### src/rtl/core/rvig_sqrt_cell.sv
// One digit of a floor square root: two radicand bits in, one root bit out.
module rvig_sqrt_cell #(
   parameter int RAD_W = 44
) (
   input  logic                 clock,
   input  logic                 en,
   input  logic [RAD_W-1:0]     rad_in,
   input  logic [RAD_W/2+1:0]   rem_in,
   input  logic [RAD_W/2-1:0]   root_in,
   output logic [RAD_W-1:0]     rad_out,
   output logic [RAD_W/2+1:0]   rem_out,
   output logic [RAD_W/2-1:0]   root_out
);
   localparam int ROOT_W = RAD_W / 2;
   localparam int REM_W  = ROOT_W + 2;

   logic [RAD_W-1:0]  rad_ff,  rad_in_n;
   logic [REM_W-1:0]  rem_ff,  rem_in_n;
   logic [ROOT_W-1:0] root_ff, root_in_n;
   logic [REM_W-1:0]  rem_sh;
   logic [REM_W-1:0]  trial;

   // trial subtract of (root*4 + 1)
   always_comb begin
      rem_sh   = {rem_in[REM_W-3:0], rad_in[RAD_W-1 -: 2]};
      trial    = {root_in, 2'b01};
      rad_in_n = {rad_in[RAD_W-3:0], 2'b00};
      if (rem_sh >= trial) begin
         rem_in_n  = rem_sh - trial;
         root_in_n = {root_in[ROOT_W-2:0], 1'b1};
      end else begin
         rem_in_n  = rem_sh;
         root_in_n = {root_in[ROOT_W-2:0], 1'b0};
      end
   end

   always_ff @(posedge clock) begin
      if (en) begin
         rad_ff  <= rad_in_n;
         rem_ff  <= rem_in_n;
         root_ff <= root_in_n;
      end
   end

   assign rad_out  = rad_ff;
   assign rem_out  = rem_ff;
   assign root_out = root_ff;
endmodule

### config.mk
export PLATFORM = sky130hd
export DESIGN_NAME = rvig_sqrt_cell
export DESIGN_NICKNAME = d
export VERILOG_FILES = /design/src/rtl/core/rvig_sqrt_cell.sv
export SDC_FILE = /design/constraint.sdc
export NUM_CORES = 1
export LEC_CHECK = 0
export BUFFER_PORTS_ARGS = -buffer_cell sky130_fd_sc_hd__buf_4
export CAP_MARGIN = 30
export CORE_UTILIZATION = 45
export CTS_CLUSTER_SIZE = 40
export DETAILED_ROUTE_END_ITERATION = 8
export HOLD_SLACK_MARGIN = 0.08
export PLACE_DENSITY_LB_ADDON = 0.3
export SLEW_MARGIN = 5
export SYNTH_ARGS = -nofsm -noshare
export SYNTH_HDL_FRONTEND = slang
export SYNTH_SLANG_ARGS = --single-unit
### constraint.sdc
create_clock -name clock -period 4.9 [get_ports clock]
set_clock_uncertainty 0.05 [all_clocks]
set_input_delay 0.245 -clock clock [delete_from_list [all_inputs] [get_ports clock]]
set_output_delay 0.245 -clock clock [all_outputs]
set_load 0.02 [all_outputs]
==> summary.md <==
| Metric | Value |
|---|---|
| Post-synth top area share | `0.6101` |
| Stages on worst setup path | `11` |
| Port bufs | `177` |
| Largest net degree at the start of global routing | `75` |
| Worst Path Max Fanout | `23` |
| Max-slew violation count | `0` |
| Worst hold stages | `3` |
| Main synth FF type | `edfxtp_1` |
| Iter 0 DRT Violations | `141` |
| CP delay by family, top | `compound AO/OA/AOI/OAI gates` |
| Cell with the most instances after synthesis | `edfxtp_1` |
| CTS tree | `yes` |
| Largest area contributor in the netlist | `edfxtp_1` |
| Reg area | `2643 µm²` |
| Crit-path most repeated cell | `buf_4` |
| Worst-Margin Slew | `522.5 ps` |
| Multi-input logic area | `1486 µm²` |
| Syn-to-layout area delta | `51.65%` |
| Initial DRT Pass Iterations | `4` |
| Nature of the critical path endpoint | `register` |
| Relative slew slack | `0.6505` |
| Crit path arrival time | `3220 ps` |
| Vias per inst | `5.021` |
| Fillers | `678` |
| Clock Tree Root | `clkbuf_8` |
| Number of placement rows | `35` |
| Post-route setup slack | `1720 ps` |
| Yosys warns | `0` |
| Htree depth | `3` |
| WL/cell | `16.66 µm` |
| Post-CTS sizing | `0` |
| Global-route wire length before repair | `17.91 mm` |
| Synthesized cell area | `4332 µm²` |
| Period utilisation layout | `0.6490` |
| Final instance area | `6569 µm²` |
| CP Cell Sequence | `dlygate4sd3_1 > buf_4 > inv_1 > ha_1 > a211oi_2 > nor2_1 > a311oi_4 > o21ai_4 > a41oi_4 > buf_4 > o21ai_0` |
| Leakage | `2.868 nW` |
| Sequential area share after synthesis | `0.6101` |
| Mean Syn Cell Area | `12.56 µm²` |
| DP Worst Slack | `1888 ps` |
| Vias in the first global route | `3561` |
| Initial antenna violation count | `0` |
| Die Area | `10020 µm²` |
| CTS sink count | `88` |
| Remaining routing DRC violations | `0` |
| Final Util | `0.7075` |
| Worst vdd ir | `0.1584 mV` |
| Longest Clk Path Bufs | `2` |
| Die X | `100.1 µm` |
| Post-synthesis async set-or-reset flop share | `0` |
| Fraction of layout cells with a size suffix above 1 | `0.3515` |
| Starting Density | `0.4666` |
| Antenna Cells | `0` |
| Die height | `100.1 µm` |
| Final setup viols | `0` |
| Hold Slack | `127.1 ps` |
| Wirelength, routed | `11.91 mm` |
| Via count | `3590` |
| IO Count | `182` |
| Tmin final | `3180 ps` |
| Number of flops mapped to enable cells by yosys | `88` |
| Final HPWL DP | `7.660 mm` |
| Worst path slowest cell | `dlygate4sd3_1` |
| RSZ-0062 raised after global routing | `false` |
| Final Non-Filler Cells | `715` |
| F_max | `314.5 MHz` |
| Post-synth top cells | `edfxtp_1 (88), nand2_1 (35), inv_1 (28), o21ai_0 (28), ha_1 (24)` |
| Post-Syn Instances | `345` |
| GRT Total Usage | `0.2343` |
| Setup bufs post-CTS | `0` |
| Pwr Total | `1.960 mW` |
| Crit path largest cell delay | `540 ps` |
| Core area | `9284 µm²` |
| GRT overflow | `0` |
| Clk pin slew, worst setup/hold paths | `100 ps` |
| Fin. Hold Viols | `0` |
| Nets | `698` |
| WP buf/inv | `4` |
| Hold_buf cts | `63` |
| Startpoint types | `input port` |
| Top cells by area, synth | `edfxtp_1 (61%), ha_1 (6.9%), o21ai_0 (3.2%)` |
| Placed Area | `5763 µm²` |
| Post-DRT Antenna Nets | `0` |
| Yosys reg bits | `88` |
| Max-capacitance violation count | `0` |
| Status | `finished clean` |
| CTS buffer count | `9` |
| Count of unique library cells instantiated by Yosys | `48` |
| Power Dens Cells | `298.3 nW/µm²` |
| WP data required | `4940 ps` |
| Placed cell count | `637` |
| HP Class | `in2reg` |
| Setup tns final | `0 ps` |
| Placer Congestion | `0.8675` |
| Crit Path Category | `in2reg` |
[flip-flops by register name, indices dropped and copies added (netlist names)]
| register | flops |
|---|---|
| root_out | 22 |
| rem_out | 24 |
| rad_out | 42 |
[worst paths after layout]
| path | start | to | slack (ps) |
|---|---|---|---|
| worst min-delay path | rem_in[20] | rem_out[22]$_DFFE_PP_ | 130 |
| worst max-delay path | root_in[3] | rem_out[3]$_DFFE_PP_ | 1720 |
[report_power, final]
part	switching [mW]	total, mW	internal [mW]
Clock	0.270	0.459	0.189
Sequential	0.0235	0.940	0.917
Combinational	0.302	0.561	0.259
[placed cells by master, fill, tap and decap left out, types with 2 or more instances in the layout]
cell / count
buf_4: 178
edfxtp_1: 88
dlygate4sd3_1: 63
nand2_1: 35
inv_1: 28
o21ai_0: 28
ha_1: 24
a21oi_1: 21
xor2_1: 13
nor2_1: 12
a21o_1: 9
clkbuf_8: 9
xnor2_1: 7
nand3_1: 6
nand4_1: 5
a211oi_1: 4
and3_1: 3
nand2b_1: 3
nor3_1: 3
a31oi_1: 3
o21a_1: 3
mux2_4: 3
o31ai_1: 3
inv_6: 3
and2_1: 2
a31o_2: 2
o221ai_1: 2
o2111ai_1: 2
conb_1: 2
clkinv_4: 2
[layer usage]
layer | GRT usage | wire length [µm] | part of all wire
met1 | 0.2730 | 4856 | 0.41
met2 | 0.4260 | 6006 | 0.50
met3 | 0.05432 | 837 | 0.070
met4 | 0.07692 | 211 | 0.018
met5 | 0 | 0 | 0
[kinds of logic after synthesis]
logic type,Yosys count,synth area share
other cells,1,0.0008657
xor+xnor,20,0.04044
mux,4,0.01271
compound gates,90,0.1436
fa+ha+maj,24,0.06932
simple gates,72,0.07539
buf+inv,46,0.04766
flops,88,0.6101
[layout make-up]
class,count,area share
clock buffers,9,0.01886
clock inverters,6,0.007810
inverters,29,0.01657
multi-input cells,212,0.2263
flip-flops and latches,88,0.4023
well taps,129,0.02457
repair buffers,242,0.3036
[tightest hold or removal path, delay by kind of cell]
family | cells | cell delay (ps)
AO/OA/AOI/OAI | 1 | 60
AND/OR/NAND/NOR | 1 | 40
buffers and inverters | 1 | 90
(Power assumes the default switching activity.)
