### src/rtl/core/rvig_pkg.sv
package rvig_pkg;

   // CSR indexes
   localparam logic [1:0] CSR_WIDTH    = 2'd0;
   localparam logic [1:0] CSR_HEIGHT   = 2'd1;
   localparam logic [1:0] CSR_STRENGTH = 2'd2;
   localparam logic [1:0] CSR_REACH    = 2'd3;

   localparam int CSR_W   = 13;
   localparam int Q_W     = 10;   // strength and reach, Q2.8
   localparam int CHAN_W  = 8;
   localparam int COORD_W = 12;
   localparam int QUO_W   = 16;   // ratio in Q0.16
   localparam int FAC_W   = 17;   // factor, 65536 is 1.0

   localparam logic [CSR_W-1:0] WIDTH_RST    = 13'd1024;
   localparam logic [CSR_W-1:0] HEIGHT_RST   = 13'd768;
   localparam logic [Q_W-1:0]   STRENGTH_RST = 10'd179;
   localparam logic [Q_W-1:0]   REACH_RST    = 10'd128;

   localparam logic [FAC_W-1:0] FAC_ONE = 17'h10000;

   // Data riding alongside the arithmetic lanes
   typedef struct packed {
      logic [CHAN_W-1:0] red;
      logic [CHAN_W-1:0] green;
      logic [CHAN_W-1:0] blue;
      logic              pass;    // zero numerator: factor is 1.0
      logic              black;   // ratio at or above 1.0: factor is 0
   } side_type;

endpackage

### src/rtl/core/rvig_div_cell.sv
// One quotient bit of a restoring divide; remainder stays below the divisor.
module rvig_div_cell #(
   parameter int NUM_W = 32
) (
   input  logic                           clock,
   input  logic                           en,
   input  logic [NUM_W-1:0]               rem_in,
   input  logic [NUM_W-1:0]               den_in,
   input  logic [rvig_pkg::QUO_W-1:0]     quo_in,
   output logic [NUM_W-1:0]               rem_out,
   output logic [NUM_W-1:0]               den_out,
   output logic [rvig_pkg::QUO_W-1:0]     quo_out
);
   logic [NUM_W-1:0]           rem_ff, rem_in_n;
   logic [NUM_W-1:0]           den_ff;
   logic [rvig_pkg::QUO_W-1:0] quo_ff, quo_in_n;
   logic [NUM_W:0]             r2;
   logic [NUM_W:0]             diff;

   always_comb begin
      r2   = {rem_in, 1'b0};
      diff = r2 - {1'b0, den_in};
      if (r2 >= {1'b0, den_in}) begin
         rem_in_n = diff[NUM_W-1:0];
         quo_in_n = {quo_in[rvig_pkg::QUO_W-2:0], 1'b1};
      end else begin
         rem_in_n = r2[NUM_W-1:0];
         quo_in_n = {quo_in[rvig_pkg::QUO_W-2:0], 1'b0};
      end
   end

   always_ff @(posedge clock) begin
      if (en) begin
         rem_ff <= rem_in_n;
         den_ff <= den_in;
         quo_ff <= quo_in_n;
      end
   end

   assign rem_out = rem_ff;
   assign den_out = den_ff;
   assign quo_out = quo_ff;
endmodule

### config.mk
export PLATFORM = sky130hd
export DESIGN_NAME = rvig_div_cell
export DESIGN_NICKNAME = d
export VERILOG_FILES = /design/src/rtl/core/rvig_pkg.sv /design/src/rtl/core/rvig_div_cell.sv
export SDC_FILE = /design/constraint.sdc
export NUM_CORES = 1
export LEC_CHECK = 0
export ABC_AREA = 1
export BUFFER_PORTS_ARGS = -buffer_cell sky130_fd_sc_hd__buf_4
export CORE_MARGIN = 5
export CORE_UTILIZATION = 57
export DETAILED_ROUTE_END_ITERATION = 10
export GPL_TIMING_DRIVEN = 0
export PLACE_DENSITY = 0.87
export RECOVER_POWER = 25
export SLEW_MARGIN = 20
export SYNTH_ARGS = -nofsm -noshare
export SYNTH_HDL_FRONTEND = slang
export SYNTH_SLANG_ARGS = --single-unit
### constraint.sdc
create_clock -name clock -period 2.93 [get_ports clock]
set_input_delay 0.586 -clock clock [delete_from_list [all_inputs] [get_ports clock]]
set_output_delay 0.586 -clock clock [all_outputs]
set_load 0.005 [all_outputs]
==> flow_metrics.tcl <==
set metrics [dict create \
    placedCellCount 1025 \
    power.total_mw 3.22 \
    track_usage 0.260 \
    path_max_fanout 10 \
    die-area_um2 11800 \
    diodes 0 \
    grt_overflow_total 0 \
    finalCritPeriodShare 0.775 \
    core_um2 9640 \
    setup-violations-final 0 \
    numPortBuffers 160 \
    cts.sinks 80 \
    yosysWarnings 0 \
    p_leak_nw 3.79 \
    cts_setup_buffers 0 \
    max_stage_delay_ns 0.35 \
    violations "capacitance limit, slew limit" \
    num_rows 36 \
    path_class "in -> reg" \
    antenna_found_initial 0 \
    fp.dieW_um 109 \
    wire_per_inst_um 14.5 \
    path_buf_inv 3 \
    outcome "finished, violations left" \
    rsz0062_at_grt "false" \
    max-slew-margin-rel -0.309 \
    hold_path_end "quo_out[1]" \
    via_per_inst 5.01 \
    clock.fmax_ghz 0.441 \
    grt_pass1_wl_mm 23.8 \
    path_depth 13 \
    finalMaxSlewViolations 81 \
    maxCapViolCount 1 \
    vias 5218 \
    cts_buffers 9 \
    grt_start_max_net_pins 81 \
    syn-mean-instance-area_um2 7.61 \
    areaGrowthSynthToFinish_pct 26.9 \
    whs_path_depth 1 \
    path_delay_family "simple AND/OR/NAND/NOR gates" \
    netlist_area_um2 5570 \
    grt_pass1_vias 4945 \
    ys_types 24 \
    synth_cells 732 \
    critPathRequiredTime_ns 3.04 \
    cts_tree "done" \
    drcViolationCount 0 \
    hp-class "in -> reg" \
    tightest_slew_ns 1.96 \
    synth.net_count 847 \
    worst_ep_arrival_time_ns 2.38 \
    initial_utilization 0.578 \
    fin_util 0.733 \
    ys_ff_latch 80 \
    drt_first_pass_iters 6 \
    die_h_um 109 \
    path_clk_slew_ns 0.08 \
    cellPowerDensity_nw_per_um2 456 \
    cp_slowest_cell "ha_1" \
    postCtsResizedCells 0 \
    clock_path_buffers 2 \
    drt_iter0_drc 351 \
    min_period_ns 2.27 \
    start_kind "input port" \
    critPathMostFrequentCell "nand2_1" \
    detail-route-antenna-nets 0 \
    ir_worst_vdd_v 0.000292 \
    htreeDepth 3 \
    hold_start "quo_in[0]" \
    cts_root_buf "clkbuf_8" \
    final_cells 1041 \
    wirelength_mm 15.1 \
    hold_viol 0 \
    nets 1018 \
    postCtsHoldBufs 0 \
    place_congestion 0.897 \
    ioPinCount 162 \
    setup_tns_ns 0 \
    hpwl_mm 12.1 \
    drive_gt1_frac 0.211 \
    crit_chain "clkbuf_1, inv_1, ha_1, nand2_1, nor2_1, nand2_1, nor2_1, nand2_1, nand2_1, nor2_2, buf_2, nand3_1, nand2_1" \
    seq_area_frac_synth 0.431 \
    cp-end-kind "flop" \
]
-- layer usage --
layer | up-vias | part of all wire | global-route usage
met3 | 28 | 0.084 | 0.0438
met2 | 212 | 0.48 | 0.436
li1 | 2636 | - | -
met4 | 0 | 0.020 | 0.0839
met5 | - | 0 | 0
met1 | 2342 | 0.42 | 0.344
-- area by class of cell --
class	instances	area, µm²
Fill cell	799	2570
Multi-Input combinational cell	491	2520
Sequential cell	80	2400
Timing Repair Buffer	160	1140
Inverter	151	567
Tap cell	133	166
Clock buffer	9	124
Buffer	10	77.6
Clock inverter	7	70.1
-- sequential cells by signal, summed over array words and instances, names as in the netlist --
register / cells
quo_out: 16
den_out: 32
rem_out: 32
-- logic make-up after synthesis --
| logic type | Yosys count | share of synthesized area |
|---|---|---|
| XOR/XNOR | 14 | 0.0220 |
| AO/OA/AOI/OAI | 25 | 0.0234 |
| flip-flops | 80 | 0.431 |
| adder cells (fa/ha/maj) | 33 | 0.0755 |
| AND/OR/NAND/NOR | 419 | 0.332 |
| buffers and inverters | 161 | 0.116 |
-- placed cells by master, fill, tap and decap left out, drive strengths merged, types with 13 or more instances in the layout --
cell type	n
a21oi	22
clkbuf	57
nor2	39
inv	152
xor2	13
nand3	68
nand2	282
edfxtp	80
buf	122
ha	32
-- metrics by stage --
stage	setup slack (ns)	instance area, µm²	hold slack, ns
after floorplan	0.769	5570	0.685
after global placement	0.339	6940	0.764
after detailed placement	0.324	6940	0.765
after CTS	0.701	7130	0.389
after global routing	0.501	7070	0.406
final	0.661	7070	0.422
-- cells in the mapped netlist --
cell type / number / area share
buf_6: 2 / 0.0040
fa_1: 1 / 0.0036
nand3_2: 14 / 0.025
nand2_4: 3 / 0.0061
a21o_1: 2 / 0.0027
nor2_1: 36 / 0.024
nand2_2: 2 / 0.0022
edfxtp_1: 80 / 0.43
ha_1: 32 / 0.072
xor2_1: 13 / 0.020
inv_1: 151 / 0.10
nand3_1: 54 / 0.049
nor3_1: 7 / 0.0063
and2_1: 8 / 0.0090
o21ai_0: 1 / 0.00090
nor2_2: 3 / 0.0034
nand3b_1: 9 / 0.012
nand4_1: 4 / 0.0045
buf_2: 7 / 0.0063
a21oi_1: 22 / 0.020
buf_12: 1 / 0.0036
xnor2_1: 1 / 0.0016
nor3_2: 2 / 0.0036
nand2_1: 277 / 0.19
-- report_power, final --
part	internal, mW	switching, mW
registers	1.41	0.0330
clock network	0.392	0.423
logic	0.414	0.544
-- worst max-delay path by stage --
stage                           from           to  slack, ns
final                     den_in[22]  rem_out[11]       0.66
after detailed placement  den_in[21]  rem_out[24]       0.32
after global routing      den_in[12]  rem_out[24]       0.50
after global placement    den_in[21]  rem_out[24]       0.34
after CTS                 den_in[21]  rem_out[24]       0.70
after floorplan           den_in[28]  rem_out[25]       0.77
Power figures use the tool's default switching activity.
